[config.mk]
export PLATFORM = sky130hd
export DESIGN_NAME = utf8_stream_decoder_core
export DESIGN_NICKNAME = d
export VERILOG_FILES = /design/src/sv/utf8d_pkg.sv /design/src/sv/utf8_stream_decoder_core.sv /design/src/sv/utf8d_decode.sv /design/src/sv/utf8d_emit.sv
export SDC_FILE = /design/constraint.sdc
export NUM_CORES = 1
export LEC_CHECK = 0
export ABC_CLOCK_PERIOD_IN_PS = 8700
export BUFFER_PORTS_ARGS = -buffer_cell sky130_fd_sc_hd__buf_4
export CORE_ASPECT_RATIO = 1.25
export CORE_MARGIN = 2
export CORE_UTILIZATION = 60
export DETAILED_ROUTE_END_ITERATION = 8
export GPL_TIMING_DRIVEN = 0
export HOLD_SLACK_MARGIN = 0.12
export MAX_ROUTING_LAYER = met4
export PLACE_DENSITY = 0.83
export SYNTH_ARGS = -nofsm -noshare
export SYNTH_HDL_FRONTEND = slang
export SYNTH_SLANG_ARGS = --single-unit
[constraint.sdc]
create_clock -name clk -period 8.7 [get_ports clk]
set_input_delay 0.87 -clock clk [delete_from_list [all_inputs] [get_ports clk]]
set_output_delay 0.87 -clock clk [all_outputs]
set_load 0.005 [all_outputs]
[src/sv/utf8d_pkg.sv]
`timescale 1ns / 1ps

package utf8d_pkg;

    localparam int CP_W = 21;

    localparam logic [CP_W-1:0] CP_MAX      = 21'h10FFFF;
    localparam logic [CP_W-1:0] SURR_LO     = 21'h00D800;
    localparam logic [CP_W-1:0] SURR_HI     = 21'h00DFFF;

    // Result descriptor for one accepted byte: a run of invalid results,
    // then an optional tail result.
    typedef struct packed {
        logic [1:0]      n_pre;
        logic            has_tail;
        logic [CP_W-1:0] tail_cp;
        logic            tail_inv;
    } desc_t;

endpackage

[src/sv/utf8_stream_decoder_core.sv]
// Streaming UTF-8 decoder, one byte per request in, code points out.
// Input channel: in_valid / in_stall / in_byte. A request is taken on a
// rising edge with in_valid high and in_stall low.
// Output channel: out_valid / out_stall with code_point, invalid, last.
// A byte yields 0 to 4 results; last marks the final one for that byte.
// A lead byte that opens a sequence yields no result of its own. invalid results
// carry code_point 0.
// Results pass the pending register, then the output register. Throughput:
// 1 byte per cycle while out_stall is low and each byte yields at most one
// result. A byte with n > 1 results (interrupted sequence) holds in_stall
// until the pending stage, draining one result per cycle while out_stall is
// low, has one left. When out_stall is high the output register holds; the
// pending stage still takes requests until it holds one with results, then
// in_stall rises. Reset clears the open sequence and empties both result stages.
`timescale 1ns / 1ps

module utf8_stream_decoder_core
(
    input  logic                       clk,
    input  logic                       rst_n,
    input  logic                       in_valid,
    output logic                       in_stall,
    input  logic [7:0]                 in_byte,
    output logic                       out_valid,
    input  logic                       out_stall,
    output logic [utf8d_pkg::CP_W-1:0] code_point,
    output logic                       invalid,
    output logic                       last
);

    utf8d_pkg::desc_t desc;
    logic             accept;

    assign accept = in_valid && !in_stall;

    utf8d_decode u_decode
    (
        .clk     (clk),
        .rst_n   (rst_n),
        .accept  (accept),
        .in_byte (in_byte),
        .desc    (desc)
    );

    utf8d_emit u_emit
    (
        .clk        (clk),
        .rst_n      (rst_n),
        .in_valid   (in_valid),
        .in_stall   (in_stall),
        .desc       (desc),
        .out_valid  (out_valid),
        .out_stall  (out_stall),
        .code_point (code_point),
        .invalid    (invalid),
        .last       (last)
    );

endmodule

[src/sv/utf8d_decode.sv]
`timescale 1ns / 1ps

module utf8d_decode
(
    input  logic             clk,
    input  logic             rst_n,
    input  logic             accept,
    input  logic [7:0]       in_byte,
    output utf8d_pkg::desc_t desc
);

    logic [utf8d_pkg::CP_W-1:0] pv_reg;
    logic [utf8d_pkg::CP_W-1:0] pv_next;
    logic [1:0]                 need_reg;
    logic [1:0]                 need_next;
    logic [1:0]                 taken_reg;
    logic [1:0]                 taken_next;

    logic                       cont;
    logic [utf8d_pkg::CP_W-1:0] pv_shift;
    logic [1:0]                 taken_inc;
    logic                       out_of_range;

    assign cont         = (in_byte[7:6] == 2'b10);
    assign pv_shift     = {pv_reg[utf8d_pkg::CP_W-7:0], in_byte[5:0]};
    assign taken_inc    = taken_reg + 2'd1;
    assign out_of_range = (pv_shift > utf8d_pkg::CP_MAX) ||
                          ((pv_shift >= utf8d_pkg::SURR_LO) &&
                           (pv_shift <= utf8d_pkg::SURR_HI));

    always_comb
    begin
        pv_next       = pv_reg;
        need_next     = need_reg;
        taken_next    = taken_reg;
        desc.n_pre    = 2'd0;
        desc.has_tail = 1'b0;
        desc.tail_cp  = '0;
        desc.tail_inv = 1'b0;

        if ((need_reg != 2'd0) && cont)
        begin
            if (taken_inc == need_reg)
            begin
                desc.has_tail = 1'b1;
                desc.tail_inv = out_of_range;
                desc.tail_cp  = out_of_range ? '0 : pv_shift;
                pv_next       = '0;
                need_next     = 2'd0;
                taken_next    = 2'd0;
            end
            else
            begin
                pv_next    = pv_shift;
                taken_next = taken_inc;
            end
        end
        else
        begin
            // interrupted sequence: lead plus each continuation taken
            if (need_reg != 2'd0)
            begin
                desc.n_pre = taken_inc;
            end
            pv_next    = '0;
            need_next  = 2'd0;
            taken_next = 2'd0;
            priority if (in_byte[7] == 1'b0)
            begin
                desc.has_tail = 1'b1;
                desc.tail_cp  = {{(utf8d_pkg::CP_W-8){1'b0}}, in_byte};
            end
            else if (in_byte[7:5] == 3'b110)
            begin
                pv_next   = {{(utf8d_pkg::CP_W-5){1'b0}}, in_byte[4:0]};
                need_next = 2'd1;
            end
            else if (in_byte[7:4] == 4'b1110)
            begin
                pv_next   = {{(utf8d_pkg::CP_W-4){1'b0}}, in_byte[3:0]};
                need_next = 2'd2;
            end
            else if (in_byte[7:3] == 5'b11110)
            begin
                pv_next   = {{(utf8d_pkg::CP_W-3){1'b0}}, in_byte[2:0]};
                need_next = 2'd3;
            end
            else
            begin
                desc.has_tail = 1'b1;
                desc.tail_inv = 1'b1;
            end
        end
    end

    always_ff @(posedge clk or negedge rst_n)
    begin
        if (!rst_n)
        begin
            pv_reg    <= '0;
            need_reg  <= 2'd0;
            taken_reg <= 2'd0;
        end
        else if (accept)
        begin
            pv_reg    <= pv_next;
            need_reg  <= need_next;
            taken_reg <= taken_next;
        end
    end

endmodule

[src/sv/utf8d_emit.sv]
`timescale 1ns / 1ps

module utf8d_emit
(
    input  logic                       clk,
    input  logic                       rst_n,
    input  logic                       in_valid,
    output logic                       in_stall,
    input  utf8d_pkg::desc_t           desc,
    output logic                       out_valid,
    input  logic                       out_stall,
    output logic [utf8d_pkg::CP_W-1:0] code_point,
    output logic                       invalid,
    output logic                       last
);

    logic                       p_valid_reg;
    logic                       p_valid_next;
    logic [1:0]                 p_pre_reg;
    logic [1:0]                 p_pre_next;
    logic                       p_tail_reg;
    logic                       p_tail_next;
    logic [utf8d_pkg::CP_W-1:0] p_cp_reg;
    logic [utf8d_pkg::CP_W-1:0] p_cp_next;
    logic                       p_inv_reg;
    logic                       p_inv_next;

    logic                       o_valid_reg;
    logic                       o_valid_next;
    logic [utf8d_pkg::CP_W-1:0] o_cp_reg;
    logic [utf8d_pkg::CP_W-1:0] o_cp_next;
    logic                       o_inv_reg;
    logic                       o_inv_next;
    logic                       o_last_reg;
    logic                       o_last_next;

    logic o_free;
    logic p_one;
    logic accept;
    logic has_result;

    assign o_free     = !o_valid_reg || !out_stall;
    assign p_one      = ((p_pre_reg == 2'd1) && !p_tail_reg) ||
                        ((p_pre_reg == 2'd0) && p_tail_reg);
    assign in_stall   = p_valid_reg && !(o_free && p_one);
    assign accept     = in_valid && !in_stall;
    assign has_result = (desc.n_pre != 2'd0) || desc.has_tail;

    always_comb
    begin
        p_valid_next = p_valid_reg;
        p_pre_next   = p_pre_reg;
        p_tail_next  = p_tail_reg;
        p_cp_next    = p_cp_reg;
        p_inv_next   = p_inv_reg;
        o_valid_next = o_valid_reg;
        o_cp_next    = o_cp_reg;
        o_inv_next   = o_inv_reg;
        o_last_next  = o_last_reg;

        if (o_free)
        begin
            o_valid_next = p_valid_reg;
            if (p_valid_reg)
            begin
                if (p_pre_reg != 2'd0)
                begin
                    o_cp_next   = '0;
                    o_inv_next  = 1'b1;
                    o_last_next = p_one;
                    p_pre_next  = p_pre_reg - 2'd1;
                end
                else
                begin
                    o_cp_next   = p_cp_reg;
                    o_inv_next  = p_inv_reg;
                    o_last_next = 1'b1;
                    p_tail_next = 1'b0;
                end
                p_valid_next = !p_one;
            end
        end

        if (accept && has_result)
        begin
            p_valid_next = 1'b1;
            p_pre_next   = desc.n_pre;
            p_tail_next  = desc.has_tail;
            p_cp_next    = desc.tail_cp;
            p_inv_next   = desc.tail_inv;
        end
    end

    always_ff @(posedge clk or negedge rst_n)
    begin
        if (!rst_n)
        begin
            p_valid_reg <= 1'b0;
            o_valid_reg <= 1'b0;
        end
        else
        begin
            p_valid_reg <= p_valid_next;
            o_valid_reg <= o_valid_next;
        end
    end

    always_ff @(posedge clk)
    begin
        p_pre_reg  <= p_pre_next;
        p_tail_reg <= p_tail_next;
        p_cp_reg   <= p_cp_next;
        p_inv_reg  <= p_inv_next;
        o_cp_reg   <= o_cp_next;
        o_inv_reg  <= o_inv_next;
        o_last_reg <= o_last_next;
    end

    assign out_valid  = o_valid_reg;
    assign code_point = o_cp_reg;
    assign invalid    = o_inv_reg;
    assign last       = o_last_reg;

endmodule

# ---- Word level (Yosys, flattened, before mapping)
# Cells that the tools add are included.
# W data, S select, Z words.
dict set report word_totals {
  reg_bits 69
  out_inout_bits 25
  word_cells 90
  inputBits 12
}
dict set report op_classes {
  eq_ne 8
  reduce_logical 29
  magnitude_cmp 3
  mux 36
  add_sub_neg 2
}
# op count
set op_table {}
lappend op_table {{$mux W15} 5}
lappend op_table {{$mux W23} 2}
lappend op_table {{$mux W2} 14}
lappend op_table {{$ge A21 B16 Y1 const B} 1}
lappend op_table {{$gt A21 B21 Y1 const B} 1}
lappend op_table {{$le A21 B16 Y1 const B} 1}
lappend op_table {{$mux W21} 1}
lappend op_table {{$mux W1} 12}
lappend op_table {{$reduce_bool A2 Y1} 6}
lappend op_table {{$logic_and A1 B1 Y1} 8}
lappend op_table {{$mux W7} 1}
lappend op_table {{$logic_not A1 Y1} 6}
lappend op_table {{$reduce_and A3 Y1} 2}
lappend op_table {{$eq A5 B5 Y1 const B} 1}
lappend op_table {{$eq A4 B4 Y1 const B} 1}
lappend op_table {{$logic_or A1 B1 Y1} 4}
lappend op_table {{$ne A2 B2 Y1 const B} 2}
lappend op_table {{$reduce_and A2 Y1} 2}
lappend op_table {{$eq A3 B3 Y1 const B} 1}
lappend op_table {{$mux W3} 1}
lappend op_table {{$add A2 B1 Y2 const B} 1}
lappend op_table {{$eq A2 B1 Y1 const B} 1}
lappend op_table {{$eq A2 B2 Y1} 1}
lappend op_table {{$eq A2 B2 Y1 const B} 1}
lappend op_table {{other kinds (2)} 2}

# ---- Depth between registers and ports, before layout
dict set report depth {
  depth_word 11
  mapped_depth 8
  depth_no_buf 6
}

# ---- Cells and area by module
# Synthesis repeated with hierarchy kept, for this count alone.
dict set report hier_totals {
  hier_cells 244
  hier_area_um2 3062.9
}
# mod area_each_um2 cells_each instances seq_area_each_um2
set modules_own_cells {}
lappend modules_own_cells {utf8d_emit 1828.0 99 1 1491.4}
lappend modules_own_cells {utf8d_decode 1221.2 144 1 475.5}
lappend modules_own_cells {utf8_stream_decoder_core 13.8 1 1 0.0}

# ---- Worst setup path after synthesis
# OpenSTA, ideal clock, no wires.
dict set report synth_timing {
  path_type {input -> register}
  start {input port in_byte[6]}
  end {register u_emit.p_pre_reg[0] (data pin)}
  cell_stages 5
  arrival_time_ns 3.390
  slack_ns 4.959
  n_path_buf 2
  path_cell_list {clkbuf_1 > nor2b_1 > clkbuf_1 > a211oi_1 > o21ai_0}
}
dict set report synth_via {
  elab_chain_cells 9
  word_cells_on_any_way 15
}
# item line
set synth_rtl {}
lappend synth_rtl {{start: declaration} utf8_stream_decoder_core.sv:23} ;# input logic [7:0] in_byte,
lappend synth_rtl {{$eq A5 B5 Y1} utf8d_decode.sv:83} ;# else if (in_byte[7:3] == 5'b11110)
lappend synth_rtl {{$mux W1} utf8d_decode.sv:83}
lappend synth_rtl {{$mux W1} utf8d_decode.sv:78} ;# else if (in_byte[7:4] == 4'b1110)
lappend synth_rtl {{$mux W1} utf8d_decode.sv:73} ;# else if (in_byte[7:5] == 3'b110)
lappend synth_rtl {{$mux W1} utf8d_decode.sv:68} ;# priority if (in_byte[7] == 1'b0)
lappend synth_rtl {{$mux W23} utf8d_decode.sv:41} ;# if ((need_reg != 2'd0) && cont)
lappend synth_rtl {{$logic_or A1 B1 Y1} utf8d_emit.sv:47} ;# assign has_result = (desc.n_pre != 2'd0) || desc.has_tail;
lappend synth_rtl {{$logic_and A1 B1 Y1} utf8d_emit.sv:84} ;# if (accept && has_result)
lappend synth_rtl {{$mux W2 (*)} utf8d_emit.sv:84}
lappend synth_rtl {{named net u_emit.p_pre_next[0]} utf8d_emit.sv:20} ;# logic [1:0] p_pre_next;
lappend synth_rtl {{end signal: assignment} utf8d_emit.sv:110} ;# p_pre_reg <= p_pre_next;
lappend synth_rtl {{end: declaration} utf8d_emit.sv:19} ;# logic [1:0] p_pre_reg;
# The timed path passes the listed nets; every way through them passes the cells marked *.
# A chain may end at the register's enable or synchronous reset.

# ---- Worst setup path after layout
dict set report layout_timing {
  start {register u_emit.p_pre_reg[0]}
  end {output port in_stall}
}
dict set report layout_via {
  elab_chain_cells 6
  word_cells_on_any_way 8
}
# item line
set layout_rtl {}
lappend layout_rtl {{$eq A2 B1 Y1 / $logic_not A2 Y1 (equally long branches)} {utf8d_emit.sv:43, utf8d_emit.sv:44}}
lappend layout_rtl {{$logic_and A1 B1 Y1 (on tied branches)} {utf8d_emit.sv:43, utf8d_emit.sv:44}}
lappend layout_rtl {{$logic_or A1 B1 Y1 (*)} utf8d_emit.sv:43} ;# assign p_one = ((p_pre_reg == 2'd1) && !p_tail_reg) ||
lappend layout_rtl {{$logic_and A1 B1 Y1 (*)} utf8d_emit.sv:45} ;# assign in_stall = p_valid_reg && !(o_free && p_one);
lappend layout_rtl {{$logic_not A1 Y1 (*)} utf8d_emit.sv:45}
lappend layout_rtl {{$logic_and A1 B1 Y1 (*)} utf8d_emit.sv:45}
lappend layout_rtl {{end: declaration} utf8_stream_decoder_core.sv:22} ;# output logic in_stall,
# Every way passes the cells marked *; elsewhere a longest branch is shown, timed or not.

==> impl_metrics.tcl <==
set metrics [dict create \
    end_kind "output pin" \
    setup-violations-final 0 \
    layout_common_cells "48 x edfxtp_1, 36 x buf_4, 34 x and2_1" \
    finalHoldViolCount 0 \
    htreeDepth 3 \
    clk_pin_slew_ns 0.07 \
    gp_congestion 0.900 \
    fp.dieArea_mm2 0.00551 \
    dieWidth_um 66.8 \
    cpMaxStageDelayCell "edfxtp_1" \
    place_ws_ns 6.15 \
    place_hpwl_um 3250 \
    cp_slowest_stage_delay_ns 0.38 \
    nNetsFinal 278 \
    cp.required_ns 7.83 \
    hp-class "in2async" \
    n_antenna_cell 0 \
    syn_nets 231 \
    ys_warn_count 0 \
    peakVddDrop_mv 0.197 \
    final_common_cell "edfxtp_1" \
    final_area_mm2 0.00351 \
    cts_resized 0 \
    critPathMaxFanout 7 \
    crit_type "reg2out" \
    setup_slack_ns 6.05 \
    grt_overflow_total 0 \
    syn_area_mm2 0.00296 \
    boundaryPins 37 \
    dpl_cell_area_mm2 0.00332 \
    cp.arrival_ns 1.78 \
    drtAntennaViolNets 0 \
    core_mm2 0.00473 \
    r2r_start "u_emit.p_pre_reg[0]" \
    clkLatencyLatePin_ns 0.35 \
    synth-edff-count 48 \
    grt_util_all_layers 0.216 \
    p_leak_nw 1.43 \
    cts_tree "built" \
    slew_violations 0 \
    die_y_um 82.5 \
    slew_headroom 0.350 \
    wirelength_um 4930 \
    vias 1801 \
    multi_input_area_um2 888 \
    ys_ff_latch 69 \
    synth.avg_cell_area_um2 13.6 \
    synthCells 217 \
    setup_tns_ns 0 \
    first_pass_iters 4 \
    finalClockSkew_ns 0.00753 \
    status "finished, final reports clean" \
    grt_max_degree 26 \
    fillers 309 \
    cts_root_buffer "clkbuf_8" \
    antenna_found_initial 0 \
    fin_crit_sh 0.305 \
    fmax_mhz 377 \
    layout_min_cycle_time_ns 2.65 \
    cts-buffers-inserted 9 \
    routedWlPerCell_um 15.0 \
    p_per_area_mw_per_mm2 311 \
    drive_above_1_share 0.287 \
    synthToLayoutAreaGrowth_pct 18.7 \
    start_util 0.625 \
    crit_path_start "u_emit.p_pre_reg[0]" \
    grt_pass1_vias 1734 \
    synth-async-reset-ratio 0.304 \
    ys_types 45 \
    rsz0062_at_grt "false" \
    rows 28 \
    vias_per_cell 5.49 \
    reg2regPathDepth 7 \
    drc 0 \
    crit_path_start_kind "flip-flop" \
    port_buffers 35 \
    seq_area_mm2 0.00197 \
    postCtsSetupRepairBufs 0 \
    clockBufferDepth 2 \
    drt_iter0_drc 128 \
    yosys_most_used_dff "edfxtp_1" \
    clock-sinks 69 \
    seq_area_frac_synth 0.665 \
    ctsHoldBuffers 0 \
    grt_pass1_wl_um 8090 \
    drv_cap 0 \
    crit_chain "inv_1, ha_1, mux2_2, a21boi_0, buf_4" \
    tightest_slew_ns 0.975 \
]
-- cell type report --
class,count,share of cell area
plain buffers,12,0.0200
flip-flops and latches,69,0.560
clock buffers,9,0.0353
well taps,60,0.0214
repair buffers,36,0.0791
inverters,12,0.0128
clock inverters,6,0.0182
multi-input cells,124,0.253
-- final timing paths --
path                                              end  slack, ns
worst max-delay path                         in_stall       6.05
worst min-delay path            u_decode.taken_reg[0]       0.39
worst max register to register    u_emit.p_cp_reg[18]       6.27
worst min register to register         u_emit.invalid       0.52
max in group asynchronous         u_decode.pv_reg[14]       8.09
min in group clk                       u_emit.invalid       0.52
-- metal layers --
layer / share of wire / global-route usage / up-vias
met5: 0 / - / -
met2: 0.51 / 0.345 / 63
met1: 0.41 / 0.255 / 846
met3: 0.056 / 0.0610 / 13
li1: - / - / 879
met4: 0.025 / 0.0980 / 0
-- through the flow --
| stage | util | std cells | hold slack, ns | total power, mW |
|---|---|---|---|---|
| after floorplan | - | 217 | 0.463 | 0.706 |
| after global placement | 0.697 | 312 | 0.490 | 0.819 |
| final | 0.742 | 328 | 0.392 | 1.09 |
| after global routing | 0.742 | 328 | 0.404 | 1.15 |
| after detailed placement | 0.703 | 313 | 0.500 | 0.841 |
| after CTS | 0.742 | 328 | 0.400 | 1.09 |
-- kinds of logic after synthesis --
| family | after synthesis | share of synthesized area |
|---|---|---|
| simple gates | 71 | 0.155 |
| buf+inv | 24 | 0.0389 |
| fa+ha+maj | 2 | 0.00846 |
| xor+xnor | 3 | 0.00888 |
| compound gates | 45 | 0.112 |
| mux | 3 | 0.0114 |
| flops | 69 | 0.665 |
-- power breakdown --
part | switching, mW | internal (mW) | total (mW) | leakage (nW)
clock network | 0.122 | 0.131 | 0.252 | 0.0915
registers | 0.0372 | 0.488 | 0.525 | 0.752
logic | 0.169 | 0.145 | 0.314 | 0.588
total | 0.328 | 0.763 | 1.09 | 1.43
-- cell usage after synthesis, drive strengths merged (3+ instances only) --
| library cell | count | area (µm²) |
|---|---|---|
| a21oi | 6 | 30.0 |
| a22o | 10 | 88.8 |
| a31oi | 4 | 25.0 |
| and2 | 42 | 278 |
| buf | 7 | 50.1 |
| clkbuf | 5 | 20.0 |
| dfrtp | 21 | 526 |
| edfxtp | 48 | 1440 |
| inv | 12 | 45.0 |
| mux2 | 3 | 33.8 |
| nand2 | 10 | 37.5 |
| nor2b | 3 | 18.8 |
| o21ai | 6 | 30.0 |
| o31ai | 6 | 50.1 |
| or4 | 3 | 22.5 |
| xnor2 | 3 | 26.3 |
-- worst max-delay path, delay by kind of cell, from the launching register on --
family,cells,cell delay (ns)
adders and majority gates,1,0.29
muxes,1,0.31
buffers and inverters,2,0.22
DFF,1,0.38
AOI/OAI and AO/OA,1,0.24
Note: power is estimated with default switching activity, not from simulation.
